--- src/rtl/iqtr_ram.sv ---
// Generic single-port RAM with registered read data.
module iqtr_ram #(
    parameter int WIDTH = 8,
    parameter int DEPTH = 256
) (
    input  logic                     aclk,
    input  logic                     we,
    input  logic                     re,
    input  logic [$clog2(DEPTH)-1:0] addr,
    input  logic [WIDTH-1:0]         wdata,
    output logic [WIDTH-1:0]         rdata
);

    logic [WIDTH-1:0] mem [DEPTH];
    logic [WIDTH-1:0] rdata_reg;

    always_ff @(posedge aclk) begin
        if (we) begin
            mem[addr] <= wdata;
        end
        if (re) begin
            rdata_reg <= mem[addr];
        end
    end

    assign rdata = rdata_reg;

endmodule

--- config.mk ---
export PLATFORM = sky130hd
export DESIGN_NAME = iqtr_ram
export DESIGN_NICKNAME = d
export VERILOG_FILES = /design/src/rtl/iqtr_ram.sv
export SDC_FILE = /design/constraint.sdc
export NUM_CORES = 2
export LEC_CHECK = 0
export ABC_AREA = 1
export BUFFER_PORTS_ARGS = -buffer_cell sky130_fd_sc_hd__buf_2
export CAP_MARGIN = 20
export CORE_MARGIN = 2
export CORE_UTILIZATION = 35
export DETAILED_ROUTE_END_ITERATION = 12
export GPL_ROUTABILITY_DRIVEN = 0
export SYNTH_ARGS = -nofsm -noshare
export SYNTH_HDL_FRONTEND = slang
export SYNTH_SLANG_ARGS = --single-unit
--- constraint.sdc ---
create_clock -name aclk -period 2.4 [get_ports aclk]
set_input_delay 0.72 -clock aclk [delete_from_list [all_inputs] [get_ports aclk]]
set_output_delay 0.72 -clock aclk [all_outputs]
set_load 0.05 [all_outputs]
==> reports/results.txt <==
Status = finished, violations left
Failing checks = setup timing
Total track usage = 19.2%
Post-route ant nets = 0
CP max stage cell = o21ai_1
Synthesized cell area = 84900 um^2
First-pass GRT wire length = 358000 um
Slowest stage delay, CP = 280 ps
Power Dens Cells = 754 nW/um^2
Rows = 180
RR Endpoint = rdata[4]
Area of the multi-input gates = 21600 um^2
Cells after Synth = 8021
Post-synth top cells = 4770 x nand2_1, 2056 x edfxtp_1, 361 x nor2_1, 188 x nand3_1, 182 x buf_2
TritonCTS clock tree = done
Cts bufs inserted = 211
Register Area = 61700 um^2
Most frequent cell after synthesis = nand2_1
Clock sinks = 2056
Leak Pwr = 40.7 nW
Core Util, Final = 42.2%
CP max FO = 19
Final setup vio count = 2
Final Hold Viols = 0
Drt wl/cell = 20.3 um
Clock Tree Buf Depth = 3
Dpl hpwl = 153000 um
Full die area = 247000 um^2
Synth Warn # = 0
Max reg flops = 2048
Hold path endpoint = mem[176][7]
Crit-path cells = buf_12 > buf_4 > buf_12 > buf_4 > nand2_1 > nand2_1 > nand2_1 > nand2_1 > nand2_1 > nand2_1 > o21ai_1 > nand2_1 > nor2_2 > nor2_1 > nor2_2 > nand2_1
Yosys top cell area share = 72.7%
Crit path buf inv count = 4
Initial antenna violation count = 6
Min-delay src = wdata[7]
EDFF count, synth = 2056
# IOs = 27
Worst-skew pair later-pin latency = 840 ps
Starting Density = 35.2%
Mapped Avg Cell Area = 10.6 um^2
Final setup TNS = -28.1 ps
Top Family by Delay on Critical Path = simple AND/OR/NAND/NOR gates
Clock root cell = clkbuf_16
Via/cell ratio = 4.90
Layout cells sized above 1 = 13.0%
Finished Layout Cells = 11915
Final min period = 2420 ps
Fill cells = 22620
Least-Margin Pin Slew = 950 ps
Die extent in y = 497 um
Fin worst setup slack = -17.8 ps
Final nets = 8577
Max Clock Freq = 414 MHz
Seq/Total Area, Yosys = 72.7%
DR pass1 iterations = 5
Crit path kind = primary input to register
Port bufs = 26
Worst Path Required = 2980 ps
Core area = 241000 um^2
Hold path depth = 1
Chip width = 497 um
Worst slew margin = 36.4%
Largest net degree at the start of global routing = 118
DRC = 0
Layout area overhead = 19.6%
Dpl cells = 11518
Prevailing post-synth register cell = edfxtp_1
Worst hold slack = 281 ps
Final Cycle Share = 101%
Max Cap Viol = 0
Syn_nets = 8040
Reg2Reg Setup Slack = 220 ps
DR vias = 58414
Synth Register Bits = 2056
HP Class = primary input to register
Reg2reg start = mem[181][4]
Synth cell types = 17
Vias in the first global route = 56823
Overall overflow remaining after global route = 0
Cell mode on critical path = nand2_1
Async SR Flop Fraction = 0%
Maximum VDD drop = 0.791 mV
Initial DRC count = 6144
R2R depth = 15
Crit end category = register
Crit path DAT = 3000 ps
CP Launch Type = primary input
Clk_skew = 50.1 ps
Top cells by area, synth = edfxtp_1 73%, nand2_1 21%, nor2_1 1.6%
Drt total wl = 241000 um
Slew Limit Fails = 0
Synth area leader = edfxtp_1
CTS clk-pin slew, worst paths = 60 ps
# H-tree levels = 4
-- logic make-up (layout without fill, tap and decap cells) --
group                  after synthesis  after routing  share of synthesized area, %
other                                0              2                             0
and+or+nand+nor                   5321           5321                          23.8
AOI/OAI and AO/OA                  192            192                          1.13
buffers and inverters              452           1159                          2.36
DFF                               2056           2056                          72.7
-- how the worst max path moves through the flow --
| stage | startpoint | end | slack [ps] | cells past startpoint |
|---|---|---|---|---|
| after CTS | addr[0] | rdata[6] | -0.8 | 17 |
| after floorplan | addr[0] | mem[96][0] | -150 | 10 |
| after global placement | addr[0] | rdata[6] | -1260 | 17 |
| final | addr[0] | rdata[6] | -20 | 16 |
| after global routing | addr[0] | rdata[1] | -0.2 | 18 |
| after detailed placement | addr[0] | rdata[6] | -1280 | 17 |
-- where the power goes --
group / total (mW) / internal (mW) / switching (mW) / leakage, nW
registers: 39.6 / 39.6 / 0.0335 / 18.5
logic: 5.08 / 1.47 / 3.61 / 19.0
clock network: 31.9 / 18.2 / 13.7 / 3.23
-- layer usage --
| metal | track usage, % | wire length, um | up-vias |
|---|---|---|---|
| met5 | 0 | 0 | - |
| met4 | 5.82 | 6860 | 0 |
| met3 | 2.98 | 17300 | 356 |
| met2 | 31.5 | 114000 | 2102 |
| met1 | 26.4 | 104000 | 28470 |
| li1 | - | - | 27486 |
-- placed cells by master (no fill, tap or decap), drive strengths merged --
| master | n |
|---|---|
| a21oi | 32 |
| buf | 736 |
| bufinv | 19 |
| clkbuf | 263 |
| clkinv | 95 |
| clkinvlp | 5 |
| diode | 2 |
| edfxtp | 2056 |
| inv | 41 |
| nand2 | 4771 |
| nand3 | 188 |
| nor2 | 362 |
| o21ai | 160 |
-- through the flow --
stage,worst slack (ps),power (mW),cell area (um^2)
final,-17.8,76.6,102000
after global routing,-0.166,78.9,102000
after CTS,-0.770,77.0,101000
after detailed placement,-1280,45.3,94500
after global placement,-1260,45.3,94500
after floorplan,-146,42.7,85200
-- cell type report --
type / instances / share of cell area, %
Timing Repair Buffer: 741 / 7.29
Sequential cell: 2056 / 60.8
Tap cell: 3185 / 3.92
Clock buffer: 258 / 5.39
Inverter: 35 / 0.174
Multi-Input combinational cell: 5513 / 21.3
Antenna cell: 2 / 0.00493
Clock inverter: 125 / 1.14
-- repair_timing --
item,4_1_cts,5_1_grt
gates cloned,0,5
hold buffers,0,0
hold endpoints to repair,0,0
endpoints found under the setup margin,10,9
resized for setup,16,43
pin swaps,1,10
setup buffers,4,3
Note: power is estimated with default switching activity, not from simulation.
