--- src/rtl/iqtr_pkg.sv ---
// Shared constants, types and helper functions of the quarter-turn image rotator.
package iqtr_pkg;

    localparam int MAX_DIM     = 256;
    localparam int COORD_W     = $clog2(MAX_DIM);
    localparam int DIM_W       = COORD_W + 1;
    localparam int ADDR_W      = 2 * COORD_W;
    localparam int STORE_DEPTH = MAX_DIM * MAX_DIM;
    localparam int PIXEL_W     = 24;
    localparam int CFG_IDX_W   = 3;
    localparam int CFG_DATA_W  = DIM_W;

    typedef logic [DIM_W-1:0]   dim_t;
    typedef logic [COORD_W-1:0] coord_t;
    typedef logic [ADDR_W-1:0]  addr_t;
    typedef logic [PIXEL_W-1:0] pixel_t;

    localparam logic FUNC_LOAD  = 1'b0;
    localparam logic FUNC_FETCH = 1'b1;

    typedef enum logic [CFG_IDX_W-1:0] {
        REG_IMAGE_WIDTH   = 3'd0,
        REG_IMAGE_HEIGHT  = 3'd1,
        REG_QUARTER_TURNS = 3'd2,
        REG_WHOLE_IMAGE   = 3'd3,
        REG_SEL_LEFT      = 3'd4,
        REG_SEL_TOP       = 3'd5,
        REG_SEL_SIZE      = 3'd6
    } cfg_reg_t;

    // Clamped configuration as seen by the datapath
    typedef struct packed {
        dim_t       width;
        dim_t       height;
        logic [1:0] turns;
        logic       whole;
        coord_t     sel_left;
        coord_t     sel_top;
        dim_t       sel_size;
    } cfg_t;

    // Per-transaction source description leaving the sequencer
    typedef struct packed {
        logic   fetch;
        coord_t row;
        coord_t col;
        addr_t  load_addr;
        logic   frame_end;
    } src_t;

    typedef struct packed {
        dim_t r;
        dim_t c;
    } pos_t;

    function automatic dim_t clamp_dim(input dim_t v);
        dim_t res;
        if (v == '0) begin
            res = DIM_W'(1);
        end else if (v > DIM_W'(MAX_DIM)) begin
            res = DIM_W'(MAX_DIM);
        end else begin
            res = v;
        end
        return res;
    endfunction

    // Source position of output (i, j) for a clockwise turn of an h-by-w region
    function automatic pos_t turn_source(input logic [1:0] k, input dim_t h, input dim_t w,
                                         input dim_t i, input dim_t j);
        pos_t p;
        unique case (k)
            2'd1: begin
                p.r = h - DIM_W'(1) - j;
                p.c = i;
            end
            2'd2: begin
                p.r = h - DIM_W'(1) - i;
                p.c = w - DIM_W'(1) - j;
            end
            2'd3: begin
                p.r = j;
                p.c = w - DIM_W'(1) - i;
            end
            default: begin
                p.r = i;
                p.c = j;
            end
        endcase
        return p;
    endfunction

endpackage

--- src/rtl/iqtr_seq.sv ---
// Load and fetch counters with source-position mapping for each transaction.
module iqtr_seq (
    input  logic           aclk,
    input  logic           aresetn,
    input  iqtr_pkg::cfg_t cfg,
    input  logic           accept,
    input  logic           func,
    output iqtr_pkg::src_t src
);
    import iqtr_pkg::*;

    addr_t  load_index_reg, load_index_next;
    coord_t out_row_reg, out_row_next;
    coord_t out_col_reg, out_col_next;

    logic [2*DIM_W-1:0] total;
    logic [ADDR_W:0]    load_inc;
    logic               odd;
    dim_t               ow, oh;
    logic               wrap;
    dim_t               row9, col9;
    dim_t               top9, left9;
    logic [DIM_W:0]     sel_bottom, sel_right;
    logic               fits, in_sel;
    pos_t               whole_pos, local_pos;
    dim_t               src_r, src_c;
    logic [DIM_W:0]     row_inc, col_inc;

    always_comb begin
        total    = cfg.width * cfg.height;
        load_inc = {1'b0, load_index_reg} + (ADDR_W + 1)'(1);

        odd  = cfg.whole & cfg.turns[0];
        ow   = odd ? cfg.height : cfg.width;
        oh   = odd ? cfg.width : cfg.height;
        wrap = ({1'b0, out_row_reg} >= oh) || ({1'b0, out_col_reg} >= ow);
        row9 = wrap ? '0 : {1'b0, out_row_reg};
        col9 = wrap ? '0 : {1'b0, out_col_reg};

        top9       = {1'b0, cfg.sel_top};
        left9      = {1'b0, cfg.sel_left};
        sel_bottom = {1'b0, top9} + {1'b0, cfg.sel_size};
        sel_right  = {1'b0, left9} + {1'b0, cfg.sel_size};
        fits       = (sel_right <= {1'b0, cfg.width}) && (sel_bottom <= {1'b0, cfg.height});
        in_sel     = fits && (row9 >= top9) && ({1'b0, row9} < sel_bottom)
                     && (col9 >= left9) && ({1'b0, col9} < sel_right);

        whole_pos = turn_source(cfg.turns, cfg.height, cfg.width, row9, col9);
        local_pos = turn_source(cfg.turns, cfg.sel_size, cfg.sel_size,
                                row9 - top9, col9 - left9);

        if (cfg.whole) begin
            src_r = whole_pos.r;
            src_c = whole_pos.c;
        end else if (in_sel) begin
            src_r = local_pos.r + top9;
            src_c = local_pos.c + left9;
        end else begin
            src_r = row9;
            src_c = col9;
        end

        src.fetch     = (func == FUNC_FETCH);
        src.row       = src_r[COORD_W-1:0];
        src.col       = src_c[COORD_W-1:0];
        src.load_addr = load_index_reg;
        src.frame_end = (row9 == oh - DIM_W'(1)) && (col9 == ow - DIM_W'(1));

        row_inc = {1'b0, row9} + (DIM_W + 1)'(1);
        col_inc = {1'b0, col9} + (DIM_W + 1)'(1);

        load_index_next = load_index_reg;
        out_row_next    = out_row_reg;
        out_col_next    = out_col_reg;
        if (accept) begin
            if (func == FUNC_LOAD) begin
                load_index_next = ({1'b0, load_inc} >= total) ? '0 : load_inc[ADDR_W-1:0];
            end else if (col_inc >= {1'b0, ow}) begin
                out_col_next = '0;
                out_row_next = (row_inc >= {1'b0, oh}) ? '0 : row_inc[COORD_W-1:0];
            end else begin
                out_row_next = row9[COORD_W-1:0];
                out_col_next = col_inc[COORD_W-1:0];
            end
        end
    end

    always_ff @(posedge aclk) begin
        if (!aresetn) begin
            load_index_reg <= '0;
            out_row_reg    <= '0;
            out_col_reg    <= '0;
        end else begin
            load_index_reg <= load_index_next;
            out_row_reg    <= out_row_next;
            out_col_reg    <= out_col_next;
        end
    end

endmodule

--- config.mk ---
export PLATFORM = sky130hd
export DESIGN_NAME = iqtr_seq
export DESIGN_NICKNAME = d
export VERILOG_FILES = /design/src/rtl/iqtr_pkg.sv /design/src/rtl/iqtr_seq.sv
export SDC_FILE = /design/constraint.sdc
export NUM_CORES = 1
export LEC_CHECK = 0
export BUFFER_PORTS_ARGS = -buffer_cell sky130_fd_sc_hd__buf_2
export CAP_MARGIN = 20
export CORE_AREA = 2 2 141 143
export CTS_CLUSTER_DIAMETER = 120
export CTS_CLUSTER_SIZE = 12
export DETAILED_ROUTE_END_ITERATION = 12
export DIE_AREA = 0 0 143 145
export PLACE_DENSITY = 0.89
export SKIP_CTS_REPAIR_TIMING = 1
export SYNTH_ARGS = -nofsm -noshare
export SYNTH_HDL_FRONTEND = slang
export SYNTH_SLANG_ARGS = --single-unit
--- constraint.sdc ---
create_clock -name aclk -period 12.1 [get_ports aclk]
set_input_delay 2.42 -clock aclk [delete_from_list [all_inputs] [get_ports aclk]]
set_output_delay 2.42 -clock aclk [all_outputs]
set_load 0.005 [all_outputs]
==> summary.txt <==
Run status
  – Status: finished clean

Die
  – Row cnt: 51
  – Starting Density: 0.610
  – Die X: approximately 140 um
  – Die area: 20700 sq um
  – Die height: 145 um
  – # IOs: 84
  – CORE AREA: slightly below 20000 sq um

Yosys
  – Avg Cell Area, Syn: 7.48 sq um
  – Most frequent cell after synthesis: ha_1
  – Register area share after synthesis: 0.0547
  – Net Count, Synth: between 1500 and 2000
  – Cell taking the most area after synthesis: ha_1
  – Synth warn: 0
  – Synth top area share: 0.214
  – Synthesized cell area: 11700 sq um
  – Yosys reg bits: 32
  – Mapped Cells: between 1500 and 2000
  – Synth unique cells: between 80 and 90
  – Most used DFF post-synth: dfxtp_1
  – Post-synth EDFFs: 0
  – Area contributors post-synth: ha_1 21%, fa_1 10%, xnor2_1 6.3%
  – Ys async rst share: 0
  – Top post-synthesis cells by count: 200 x ha_1, 187 x inv_1, 170 x nand2_1, 113 x a21oi_1, 112 x nor2_1

Final layout
  – Syn-to-layout area delta: 7.56%
  – N_diodes: 0
  – Max reg flops: 16
  – Final nets: 1934
  – Final non-filler cell total: around 1900
  – Layout cells sized above 1: 0.0942

Worst setup path
  – CP Data Required Time: 9680 ps
  – Critical path class: in2out
  – CP most frequent cell: ha_1
  – Crit path DAT: 9130 ps
  – Worst setup SP type: input port
  – Crit Path Max Fanout: 19
  – Worst path slowest cell: mux4_2
  – Crit. End Element: output port
  – Worst reg-to-reg path cell count: 19
  – Critical Path Max Stage Delay: slightly below 500 ps

STA
  – Post-route setup TNS: 0 ps
  – Slew @ Worst Pin: around 1000 ps
  – Relative slew margins: 0.327
  – Final count of hold timing violations: 0
  – Max-slew violations: 0
  – Final setup vio count: 0
  – Period minus WS final: 11550 ps
  – Clk_skew: around 3.2 ps
  – RSZ-0062 raised after global routing: no
  – Period utilization: 0.955
  – Max Freq: between 0.08 and 0.09 GHz

GRT
  – First-pass GRT wire length: roughly 60000 um
  – Largest net degree at the start of global routing: 43
  – Global-route usage over all layers: 0.364
  – Number of global-route vias before repair: 11600
  – GRT Residual Overflow: 0
  – Initial antenna violation count: 1

Power
  – Leak: ~6.5 nW
  – PD cells: 87.8 nW/um^2
  – Peak VDD IR: 0.0610 mV
  – Final Total Pwr: 1.11 mW

Clock network
  – Clk sinks: 32
  – TritonCTS clock tree: built
  – Clk pin slew, worst setup/hold paths: 50 ps
  – H-tree depth: 2
  – Cts bufs inserted: 5
  – Root Buffer: clkbuf_16
  – Clock Latency Late Sink: 280 ps
  – CTS Buffer Depth: 2

Placement
  – HPWL Detailed: 31400 um
  – GPL Wtd Cong: 1.01
  – Dpl cells: between 1500 and 2000
  – Port Buffers: 83

Routing
  – DRT Pass-1 Iters: 6
  – Via count: approximately 12000
  – Post-route DRC: 0
  – Wire length per cell: 20.5 um
  – Post-Route WL: 38700 um
  – Routed Antenna Nets: 0
  – 1st-iter DRT viols: 1103
  – Drt via density: about 6.4

Hold path
  – Worst hold path class: reg2reg
  – WHS Path Cells: 2

Run
  – Max-cap violations: 0
power by group:
| part | switching [mW] | total [mW] | internal (mW) |
|---|---|---|---|
| Sequential | 0.00242 | 0.109 | 0.107 |
| Clock | 0.0473 | 0.129 | 0.0820 |
| Combinational | 0.501 | 0.869 | 0.367 |
| Total | 0.551 | 1.11 | 0.556 |
area by class of cell:
type / count / area [sq um]
Multi-Input combinational cell: 1276 / 10100
Sequential cell: 32 / 641
Clock buffer: 8 / 146
Inverter: 193 / 724
Timing Repair Buffer: 116 / 663
Tap cell: 265 / 332
Fill cell: 1652 / 6610
metal layers:
| metal | track usage | vias to the layer above | share of wire |
|---|---|---|---|
| li1 | - | 5566 | - |
| met1 | 0.469 | 5579 | 0.39 |
| met2 | 0.575 | 743 | 0.44 |
| met3 | 0.0752 | 166 | 0.11 |
| met4 | 0.182 | 0 | 0.057 |
| met5 | 0 | - | 0 |
placed cells by master (no fill, tap or decap), types with 8 or more instances in the layout:
master	instances
fa_1	60
mux4_2	12
a21oi_1	113
buf_4	33
nor3_1	23
mux2i_1	39
inv_1	186
or3_1	11
nor2_1	112
xnor2_1	84
a21o_1	37
nor2b_1	12
buf_2	83
a31oi_1	9
o31ai_1	8
dfxtp_1	32
ha_1	200
nand3_1	59
and3_1	22
xor2_1	54
o21a_1	11
nand2_1	170
o211ai_1	14
o21ai_0	62
o21bai_1	13
nand2b_1	11
o22ai_1	9
nand4_1	16
a211oi_1	13
stage by stage:
stage | hold slack, ps | area [sq um] | setup WS [ps] | util
after floorplan | 458 | 11700 | 688 | -
after global placement | 473 | 12400 | 556 | 0.647
after detailed placement | 488 | 12400 | 341 | 0.647
after CTS | 497 | 12600 | 279 | 0.655
after global routing | 509 | 12600 | 48.6 | 0.656
final | 499 | 12600 | 546 | 0.656
logic make-up (layout without fill, tap and decap cells):
kind of cell	Yosys count	count (layout)	synth area share
compound gates	350	350	0.192
simple gates	471	471	0.186
xor+xnor	139	139	0.105
mux	56	56	0.0614
fa+ha+maj	260	260	0.316
buf+inv	259	317	0.0847
flops	32	32	0.0547
worst paths after layout:
check	startpoint	to	slack, ps
setup / recovery	cfg[25]	src[32]	550
setup reg to reg	out_col_reg[4]$_SDFFE_PN0P_	out_row_reg[3]$_SDFFE_PN0P_	6470
hold / removal	load_index_reg[15]$_SDFFE_PN0P_	load_index_reg[15]$_SDFFE_PN0P_	500
hold reg to reg	load_index_reg[15]$_SDFFE_PN0P_	load_index_reg[15]$_SDFFE_PN0P_	500
worst max-delay path, delay by kind of cell:
family | cells | cell delay (ps)
AOI/OAI and AO/OA | 8 | 1700
xor gates and xnor gates | 2 | 350
adders and majority gates | 5 | 1520
buffers and inverters | 8 | 1060
muxes | 2 | 570
and+or+nand+nor | 10 | 1520
Note: power is estimated with default switching activity, not from simulation.
