$ cat config.mk
export PLATFORM = sky130hd
export DESIGN_NAME = iqtr_cfg
export DESIGN_NICKNAME = d
export VERILOG_FILES = /design/src/rtl/iqtr_pkg.sv /design/src/rtl/iqtr_cfg.sv
export SDC_FILE = /design/constraint.sdc
export NUM_CORES = 1
export LEC_CHECK = 0
export BUFFER_PORTS_ARGS = -buffer_cell sky130_fd_sc_hd__buf_2
export CAP_MARGIN = 30
export CORE_ASPECT_RATIO = 1.75
export CORE_UTILIZATION = 44
export CTS_BUF_LIST = sky130_fd_sc_hd__clkbuf_4
export DETAILED_ROUTE_END_ITERATION = 7
export PLACE_DENSITY_LB_ADDON = 0.3
export SLEW_MARGIN = 20
export SYNTH_ARGS = -nofsm -noshare
export SYNTH_HDL_FRONTEND = slang
export SYNTH_SLANG_ARGS = --single-unit
$ cat constraint.sdc
create_clock -name aclk -period 2.8 [get_ports aclk]
set_input_delay 0.28 -clock aclk [delete_from_list [all_inputs] [get_ports aclk]]
set_output_delay 0.28 -clock aclk [all_outputs]
set_load 0.005 [all_outputs]
$ cat src/rtl/iqtr_pkg.sv
// Shared constants, types and helper functions of the quarter-turn image rotator.
package iqtr_pkg;

    localparam int MAX_DIM     = 256;
    localparam int COORD_W     = $clog2(MAX_DIM);
    localparam int DIM_W       = COORD_W + 1;
    localparam int ADDR_W      = 2 * COORD_W;
    localparam int STORE_DEPTH = MAX_DIM * MAX_DIM;
    localparam int PIXEL_W     = 24;
    localparam int CFG_IDX_W   = 3;
    localparam int CFG_DATA_W  = DIM_W;

    typedef logic [DIM_W-1:0]   dim_t;
    typedef logic [COORD_W-1:0] coord_t;
    typedef logic [ADDR_W-1:0]  addr_t;
    typedef logic [PIXEL_W-1:0] pixel_t;

    localparam logic FUNC_LOAD  = 1'b0;
    localparam logic FUNC_FETCH = 1'b1;

    typedef enum logic [CFG_IDX_W-1:0] {
        REG_IMAGE_WIDTH   = 3'd0,
        REG_IMAGE_HEIGHT  = 3'd1,
        REG_QUARTER_TURNS = 3'd2,
        REG_WHOLE_IMAGE   = 3'd3,
        REG_SEL_LEFT      = 3'd4,
        REG_SEL_TOP       = 3'd5,
        REG_SEL_SIZE      = 3'd6
    } cfg_reg_t;

    // Clamped configuration as seen by the datapath
    typedef struct packed {
        dim_t       width;
        dim_t       height;
        logic [1:0] turns;
        logic       whole;
        coord_t     sel_left;
        coord_t     sel_top;
        dim_t       sel_size;
    } cfg_t;

    // Per-transaction source description leaving the sequencer
    typedef struct packed {
        logic   fetch;
        coord_t row;
        coord_t col;
        addr_t  load_addr;
        logic   frame_end;
    } src_t;

    typedef struct packed {
        dim_t r;
        dim_t c;
    } pos_t;

    function automatic dim_t clamp_dim(input dim_t v);
        dim_t res;
        if (v == '0) begin
            res = DIM_W'(1);
        end else if (v > DIM_W'(MAX_DIM)) begin
            res = DIM_W'(MAX_DIM);
        end else begin
            res = v;
        end
        return res;
    endfunction

    // Source position of output (i, j) for a clockwise turn of an h-by-w region
    function automatic pos_t turn_source(input logic [1:0] k, input dim_t h, input dim_t w,
                                         input dim_t i, input dim_t j);
        pos_t p;
        unique case (k)
            2'd1: begin
                p.r = h - DIM_W'(1) - j;
                p.c = i;
            end
            2'd2: begin
                p.r = h - DIM_W'(1) - i;
                p.c = w - DIM_W'(1) - j;
            end
            2'd3: begin
                p.r = j;
                p.c = w - DIM_W'(1) - i;
            end
            default: begin
                p.r = i;
                p.c = j;
            end
        endcase
        return p;
    endfunction

endpackage

$ cat src/rtl/iqtr_cfg.sv
// Configuration register file with dimension clamping.
module iqtr_cfg (
    input  logic                                aclk,
    input  logic                                aresetn,
    input  logic                                wr_en,
    input  logic [iqtr_pkg::CFG_IDX_W-1:0]      wr_index,
    input  logic [iqtr_pkg::CFG_DATA_W-1:0]     wr_data,
    output iqtr_pkg::cfg_t                      cfg
);
    import iqtr_pkg::*;

    dim_t       width_reg;
    dim_t       height_reg;
    logic [1:0] turns_reg;
    logic       whole_reg;
    coord_t     left_reg;
    coord_t     top_reg;
    dim_t       size_reg;

    always_ff @(posedge aclk) begin
        if (!aresetn) begin
            width_reg  <= DIM_W'(1);
            height_reg <= DIM_W'(1);
            turns_reg  <= 2'd0;
            whole_reg  <= 1'b1;
            left_reg   <= '0;
            top_reg    <= '0;
            size_reg   <= DIM_W'(1);
        end else if (wr_en) begin
            unique case (cfg_reg_t'(wr_index))
                REG_IMAGE_WIDTH:   width_reg  <= wr_data[DIM_W-1:0];
                REG_IMAGE_HEIGHT:  height_reg <= wr_data[DIM_W-1:0];
                REG_QUARTER_TURNS: turns_reg  <= wr_data[1:0];
                REG_WHOLE_IMAGE:   whole_reg  <= wr_data[0];
                REG_SEL_LEFT:      left_reg   <= wr_data[COORD_W-1:0];
                REG_SEL_TOP:       top_reg    <= wr_data[COORD_W-1:0];
                REG_SEL_SIZE:      size_reg   <= wr_data[DIM_W-1:0];
                default: begin
                end
            endcase
        end
    end

    always_comb begin
        cfg.width    = clamp_dim(width_reg);
        cfg.height   = clamp_dim(height_reg);
        cfg.turns    = turns_reg;
        cfg.whole    = whole_reg;
        cfg.sel_left = left_reg;
        cfg.sel_top  = top_reg;
        cfg.sel_size = clamp_dim(size_reg);
    end

endmodule

==> results of run 1 <==
kinds of logic (layout without fill, tap and decap cells):
logic type,after synthesis,in the layout,synth area share [%]
flip-flops,46,46,46.9
buffers and inverters,21,73,4.84
AO/OA/AOI/OAI,3,3,0.956
AND/OR/NAND/NOR,90,90,23.9
multiplexers,46,46,23.4
cell usage in the layout (no fill, tap or decap), drive strengths merged:
| cell type | Yosys | layout |
|---|---|---|
| buf | 6 | 62 |
| o22ai | 3 | 3 |
| nand2 | 51 | 51 |
| nor4bb | 1 | 1 |
| clkinv | 0 | 2 |
| bufinv | 0 | 1 |
| nand4bb | 1 | 1 |
| nand4b | 3 | 3 |
| clkbuf | 12 | 5 |
| and4bb | 1 | 1 |
| nor2b | 26 | 26 |
| dfxtp | 46 | 46 |
| or4b | 1 | 1 |
| or4 | 6 | 6 |
| inv | 3 | 3 |
| mux2i | 46 | 46 |
power breakdown:
| part | internal [mW] | switching [mW] |
|---|---|---|
| clock network | 0.185 | 0.205 |
| logic | 0.0438 | 0.0537 |
| registers | 0.669 | 0.0101 |
path summary, 6_finish.rpt:
| path | end | cells after the start | startpoint |
|---|---|---|---|
| max | cfg[0] | 3 | size_reg[8] |
| min | size_reg[0] | 3 | wr_data[0] |
| min reg2reg | turns_reg[1] | 2 | turns_reg[1] |
| max reg2reg | size_reg[8] | 2 | size_reg[8] |
cell usage after synthesis:
master,count,area [um^2]
o22ai_1,3,18.8
nor4bb_1,1,10.0
nand4b_1,3,26.3
nor2b_1,26,163
buf_6,1,11.3
inv_1,3,11.3
dfxtp_1,46,921
nand4bb_1,1,11.3
nand2_1,51,191
and4bb_2,1,12.5
mux2i_1,46,460
clkbuf_1,12,45.0
buf_2,4,20.0
or4_1,6,45.0
buf_4,1,7.51
or4b_1,1,10.0
metrics by stage:
| step | worst slack, ns | cells | instance area [um^2] |
|---|---|---|---|
| 6_report | 0.921 | 307 | 2340 |
| 2_1_floorplan | 1.40 | 206 | 1960 |
| 5_1_grt | 0.842 | 307 | 2340 |
| 4_1_cts | 0.905 | 307 | 2340 |
| 3_5_place_dp | 1.22 | 299 | 2260 |
| 3_3_place_gp | 1.25 | 299 | 2260 |
worst max-delay path, cell delays in order, from the launching register on:
cell and delay [ns]:
dfxtp_1 0.42, or4_1 0.54, o22ai_1 0.14, buf_2 0.14
cell type report:
cell class | count | share of cell area (%)
clock buffer | 5 | 1.60
clock inverter | 3 | 1.71
inverter | 3 | 0.481
multi-input combinational | 139 | 40.8
sequential | 46 | 39.3
tap | 49 | 2.62
timing repair buffer | 62 | 13.5
layer usage:
layer / vias to the layer above / share of wire [%] / global-route usage (%)
li1: 786 / - / -
met1: 700 / 43 / 22.1
met2: 35 / 51 / 33.0
met3: 5 / 4.2 / 3.54
met4: 0 / 1.6 / 7.89
met5: - / 0 / 0
==> impl_metrics.ini, run 1 <==
[outcome]
status = finished, final reports clean

[finish]
fillCellCount = 408
post-route-util_pct = 55.9
n_antenna_cell = 0
syn2layout_area_growth_pct = 19.2
regArea_um2 = 921
finalNetCount = 272
multi_input_area_um2 = 955
drive_above_1_share_pct = 27.9

[clocking]
cts_made_buffers = 5
post-cts-setup-buffers = 0
cts-resized-gates = 0
clk_pin_slew_ns = 0.13
cts.path.max_buffers = 2
clock_latency_ns = 0.35
cts.sinks = 46
hold_buffers = 0
clock-root-buffer = clkbuf_4
cts_htree_levels = 2
cts_tree = built

[critical_path]
cp-end-kind = output port
cp-start-kind = flop
reg2reg_slack_ns = 1.99
critical_path_class = flop to output port
crit_fanout = 11
required_ns = 2.52
cp_data_arrival_time_ns = 1.60

[die]
coreArea_um2 = 4190
die_h_um = 90.4
pin_count = 61
die_w_um = 52.5
dieArea_um2 = 4750
row_count = 31
start_util_pct = 46.9

[flow_run]
cap_violations = 0

[sta]
skew_ns = 0
max_freq_ghz = 0.532
fin_crit_sh_pct = 67.1
rsz0062_at_grt = false
worstMarginPinSlew_ns = 0.637
drv_slew = 0
setup_violations = 0
tns_ns = 0
hold_viol_final = 0
period_needed_ns = 1.88
slew_headroom_pct = 57.3
hold_slack_ns = 0.242

[route]
vias_per_cell = 4.97
routedWlPerCell_um = 13.5
drc = 0
drt-total-wl_um = 4160
drtIter0Drc = 24
vias = 1526
ant_nets = 0
first_pass_iters = 4

[global_routing]
grt_pass1_wl_um = 6720
antenna_found_initial = 0
grt_usage_pct = 19.2
overflow = 0
grt_start_max_net_pins = 34
grt_pass1_vias = 1432

[synth]
syn_area_per_cell_um2 = 9.54
synth_seq_cells = 46
synth_warnings = 0
yosysSeqAreaShare_pct = 46.9
synth_cells = 206
synth.distinct_cells = 16
syn-num-nets = 221
syn_area_um2 = 1960

[power]
power.total_mw = 1.17
power_leakage_nw = 1.31
power_density_nw_per_um2 = 498
peakVddDrop_v = 0.000475

[place]
portBuffers = 60
place_congestion = 0.817
hpwlAfterDp_um = 3050

[min_path]
hp-class = input pin to flop
Note: power is estimated with default switching activity, not from simulation.
==> inputs of run 2 (changes only) <==
--- a/config.mk
+++ b/config.mk
@@ -5,6 +5,7 @@
 export SDC_FILE = /design/constraint.sdc
 export NUM_CORES = 1
 export LEC_CHECK = 0
+export ABC_AREA = 1
 export BUFFER_PORTS_ARGS = -buffer_cell sky130_fd_sc_hd__buf_2
 export CAP_MARGIN = 30
 export CORE_ASPECT_RATIO = 1.75
==> constraint.sdc (replaced) <==
create_clock -name aclk -period 1.6 [get_ports aclk]
set_input_delay 0.16 -clock aclk [delete_from_list [all_inputs] [get_ports aclk]]
set_output_delay 0.16 -clock aclk [all_outputs]
set_load 0.005 [all_outputs]
==> impl_metrics.ini, run 2 <==
[flow_run]
cap_violations = 0

[place]
hpwlAfterDp_um = 3390
place_congestion = 0.775
dpl_cell_area_um2 = 2340
portBuffers = 60
pre_cts_ws_ns = 0.325

[die]
start_util_pct = 45.8
die_w_um = 53.2
coreArea_um2 = 4400
row_count = 32
dieArea_um2 = 4870
pin_count = 61
die_h_um = 91.6

[finish]
final_common_cell = nor2_1
finalNetCount = 370
syn2layout_area_growth_pct = 22.8
post-route-util_pct = 56.3
fillCellCount = 467
n_antenna_cell = 0
drive_above_1_share_pct = 33.2
design_area_um2 = 2480
final_cell_mix = nor2_1 (101), buf_2 (60), dfxtp_1 (39), o21ai_0 (30), inv_1 (26)

[critical_path]
crit_fanout = 7
r2r_end = width_reg[0]
cp-start-kind = flop
setup.worst_path.start = height_reg[2]
cp_cell_sequence = nor2_2, nand2_1, o21ai_2, inv_2, nor2_1, buf_2
reg2reg_slack_ns = 0.88
required_ns = 1.44
slowest_delay_ns = 0.35
r2r-start = width_reg[0]
slowest_stage = dfxtp_2
ff2ff_path_depth = 3
cp_data_arrival_time_ns = 1.37
worstSetupEndpoint = cfg[33]
critical_path_class = flop to output port
cp-end-kind = output port

[synth]
synth_top_area_share_pct = 45.6
synth_area_leaders = dfxtp_1 (46%), nor2_1 (21%), o21ai_0 (7.9%)
synth_largest_area_cell = dfxtp_1
synth.distinct_cells = 20
async_flop_share_pct = 0
yosysSeqAreaShare_pct = 45.6
synth_edf_count = 0
synth_cells = 294
synth_warnings = 0
synthTopCellsByCount = nor2_1 (112), dfxtp_1 (46), o21ai_0 (32), inv_1 (28), nand2_1 (22)
syn-num-nets = 309
syn_area_um2 = 2020
yosysMostFrequentCell = nor2_1
synthFlopType = dfxtp_1
syn_area_per_cell_um2 = 6.86
synth_seq_cells = 46

[sta]
setup_violations = 0
fin_crit_sh_pct = 95.3
hold_viol_final = 0
worstMarginPinSlew_ns = 0.655
rsz0062_at_grt = true
slew_headroom_pct = 56.4
fin_ws_ns = 0.0749
drv_slew = 0
hold_slack_ns = 0.0976
period_needed_ns = 1.53
tns_ns = 0
max_freq_ghz = 0.656
skew_ns = 0

[global_routing]
overflow = 0
grt_usage_pct = 21.2
antenna_found_initial = 0
grt_start_max_net_pins = 47
grt_pass1_vias = 1763
grt_pass1_wl_um = 7690

[clocking]
cts_htree_levels = 2
cts.sinks = 46
clk_pin_slew_ns = 0.12
cts.path.max_buffers = 2
clock-root-buffer = clkbuf_4
clock_latency_ns = 0.34
cts_made_buffers = 5
cts_tree = built
hold_buffers = 0

[min_path]
hp-class = input pin to flop

[route]
drt-total-wl_um = 4690
ant_nets = 0
vias_per_cell = 4.68
routedWlPerCell_um = 11.5
drc = 0
vias = 1900
first_pass_iters = 4
drtIter0Drc = 18

[power]
peakVddDrop_v = 0.000697
power_density_nw_per_um2 = 813
power_leakage_nw = 1.22

[outcome]
status = finished, final reports clean
## run 2: cell count changes after synthesis, sizes merged, moves of 25 or more
cell   delta
nand2    -25
mux2i    -46
o21ai    +44
inv      +32
nor2b    -26
nor2    +124
## run 2: worst max-delay path, delay by kind of cell (launching register included)
| kind | cells | cell delay [ns] |
|---|---|---|
| buffers and inverters | 2 | 0.21 |
| AND/OR/NAND/NOR | 3 | 0.29 |
| AO/OA/AOI/OAI | 1 | 0.17 |
| flip-flops | 1 | 0.35 |
## run 2: worst min path at each step
stage	start	end	slack (ns)	cells after the start
6_report	wr_data[8]	size_reg[8]	0.1	3
2_1_floorplan	wr_data[0]	height_reg[0]	0.27	2
5_1_grt	wr_data[8]	size_reg[8]	0.1	3
4_1_cts	wr_data[8]	size_reg[8]	0.09	3
3_3_place_gp	wr_data[8]	size_reg[8]	0.45	3
3_5_place_dp	whole_reg	whole_reg	0.45	2
## run 2: logic make-up (layout without fill, tap and decap cells)
family	after synthesis	count (layout)	synth area share, %
AO/OA/AOI/OAI	44	44	10.9
flip-flops	46	46	45.6
AND/OR/NAND/NOR	159	159	34.2
buffers and inverters	45	106	9.24
## run 2: through the flow
step                total power [mW]  std cells
CTS                             2.01        403
global route                    2.11        406
detailed placement              1.49        396
floorplan                       1.38        294
global placement                1.49        396
finish                          2.02        406
## run 2: metal layers
layer  vias to the layer above  track usage, %  part of all wire (%)
li1                       1018               -                     -
met1                       839            24.1                    41
met2                        38            37.8                    54
met3                         5            3.85                   3.7
met4                         0            7.24                   1.5
met5                         -               0                     0
## run 2: area by class of cell
class / count / area (um^2) / area share, %
Timing Repair Buffer: 63 / 323 / 13.0
Multi-Input combinational cell: 203 / 961 / 38.8
Sequential cell: 46 / 930 / 37.5
Inverter: 36 / 148 / 5.96
Tap cell: 51 / 63.8 / 2.58
Clock buffer: 7 / 52.6 / 2.12
## run 2: timing repair
item	4_1_cts	5_1_grt
setup endpoints to repair	13	19
endpoints found under the hold margin	0	0
pin swaps	0	5
resized for setup	2	25
setup buffers	0	3
## run 2: where the power goes
group	switching [mW]	internal (mW)	total [mW]
registers	0.0270	1.19	1.21
clock network	0.333	0.200	0.534
logic	0.165	0.103	0.268
==> inputs of run 3 (changes only) <==
--- a/config.mk
+++ b/config.mk
@@ -5,7 +5,7 @@
 export SDC_FILE = /design/constraint.sdc
 export NUM_CORES = 1
 export LEC_CHECK = 0
-export ABC_AREA = 1
+export ABC_AREA = 0
 export BUFFER_PORTS_ARGS = -buffer_cell sky130_fd_sc_hd__buf_2
 export CAP_MARGIN = 30
 export CORE_ASPECT_RATIO = 1.75
==> constraint.sdc (replaced) <==
create_clock -name aclk -period 1.6 [get_ports aclk]
set_input_delay 0.16 -clock aclk [delete_from_list [all_inputs] [get_ports aclk]]
set_output_delay 0.16 -clock aclk [all_outputs]
set_load 0.01 [all_outputs]
==> impl_metrics.ini, run 3 (same netlist as run 1, synthesis figures left out) <==
[critical_path]
ff2ff_path_depth = 3
cp_cell_sequence = or4_4, o22ai_2, buf_2
crit_fanout = 2
slowest_stage = or4_4
r2r_end = height_reg[8]
reg2reg_slack_ns = 0.82
cp_num_buf_inv = 1
cp-start-kind = flop
cp_data_arrival_time_ns = 1.50
worst-path-stages = 3
cp-end-kind = output port
crit_family = simple AND/OR/NAND/NOR gates
critical_path_class = flop to output port
r2r-start = height_reg[8]
slowest_delay_ns = 0.53
required_ns = 1.44

[finish]
drive_above_1_share_pct = 34.3
final_cell_mix = buf_2 (60), nand2_1 (51), mux2i_1 (46), dfxtp_1 (39), nor2b_1 (26)
finalNetCount = 285
n_antenna_cell = 0
final_common_cell = buf_2
design_area_um2 = 2430
post-route-util_pct = 58.1
syn2layout_area_growth_pct = 23.9

[global_routing]
overflow = 0
antenna_found_initial = 0
grt_usage_pct = 20.0
grt_start_max_net_pins = 27
grt_pass1_vias = 1486
grt_pass1_wl_um = 7070

[sta]
max_freq_ghz = 0.603
slew_headroom_pct = 71.9
skew_ns = 0
rsz0062_at_grt = true
period_needed_ns = 1.66
fin_ws_ns = -0.0589
setup_violations = 3
drv_slew = 0
fin_crit_sh_pct = 104
worstMarginPinSlew_ns = 0.422
hold_viol_final = 0

[min_path]
hold_end = height_reg[0]
whs_path_depth = 3
hp-start = wr_data[0]
hp-class = input pin to flop

[die]
row_count = 31
die_w_um = 52.5
die_h_um = 90.4
coreArea_um2 = 4190
dieArea_um2 = 4750
pin_count = 61
start_util_pct = 46.9

[clocking]
clk_pin_slew_ns = 0.13
cts_htree_levels = 2
cts.sinks = 46
clock-root-buffer = clkbuf_4
cts_tree = built
cts_made_buffers = 5
clock_latency_ns = 0.35
cts.path.max_buffers = 2

[route]
ant_nets = 0
routedWlPerCell_um = 13.5
drt-total-wl_um = 4300
drc = 0
vias = 1571
drtIter0Drc = 28
vias_per_cell = 4.91
first_pass_iters = 4

[outcome]
violations = negative setup slack
status = complete, but fails checks

[power]
power_density_nw_per_um2 = 786
peakVddDrop_v = 0.000662
power_leakage_nw = 1.38

[flow_run]
cap_violations = 0

[place]
place_congestion = 0.772
portBuffers = 60
dpl_cell_area_um2 = 2320
hpwlAfterDp_um = 3130
==> run 3: changes by cell type in the layout (fill, tap and decap cells not counted), sizes merged, moves of 8 or more <==
cell,change
inv,-32
nor2b,+26
o21ai,-44
nand3,-8
buf,+12
nor2,-124
mux2i,+46
nand2,+25
==> run 3: worst max-delay path by stage <==
stage                      startpoint     end  slack (ns)
after floorplan           size_reg[8]  cfg[0]        0.25
after global placement    size_reg[4]  cfg[0]        0.30
after detailed placement  size_reg[4]  cfg[0]        0.29
after CTS                 size_reg[8]  cfg[0]       -0.06
after global routing      size_reg[4]  cfg[0]       -0.12
final                     size_reg[4]  cfg[0]       -0.06
==> run 3: timing repair <==
item                                   4_1_cts  5_1_grt
endpoints found under the hold margin        0        0
pin swaps                                    5        1
setup endpoints to repair                    3        3
hold buffers                                 0        0
gates resized for setup                      9        0
buffers inserted                             5        1
==> run 3: final cells by class <==
cell class / count / area [um^2]
fillers: 412 / 1760
multi-input cells: 139 / 965
flip-flops and latches: 46 / 930
repair buffers: 75 / 413
well taps: 49 / 61.3
clock buffers: 6 / 45.0
inverters: 3 / 11.3
clock inverters: 2 / 8.76
==> run 3: stage by stage <==
step	total power, mW	hold WS, ns	setup TNS (ns)	cells	setup slack [ns]
global route	2.00	0.125	-0.332	320	-0.120
floorplan	1.33	0.342	0	206	0.246
global placement	1.40	0.442	0	306	0.304
finish	1.91	0.127	-0.121	320	-0.0589
CTS	1.93	0.123	-0.163	319	-0.0608
detailed placement	1.40	0.445	0	306	0.287
==> run 3: power by group <==
group	internal, mW	switching, mW	leakage, nW
logic	0.0884	0.110	0.971
clock network	0.183	0.347	0.0331
registers	1.17	0.0145	0.376
total	1.44	0.472	1.38
==> run 3: per-layer routing <==
metal	part of all wire (%)	track usage [%]
met5	0	0
met4	1.6	7.46
met3	3.7	4.88
met2	51	33.2
met1	44	23.9
==> run 3: worst register-to-register path: cells and delay by family, from the launching register on <==
kind	cells	cell delay, ns
and+or+nand+nor	1	0.06
buffers and inverters	1	0.16
muxes	1	0.16
DFF	1	0.35
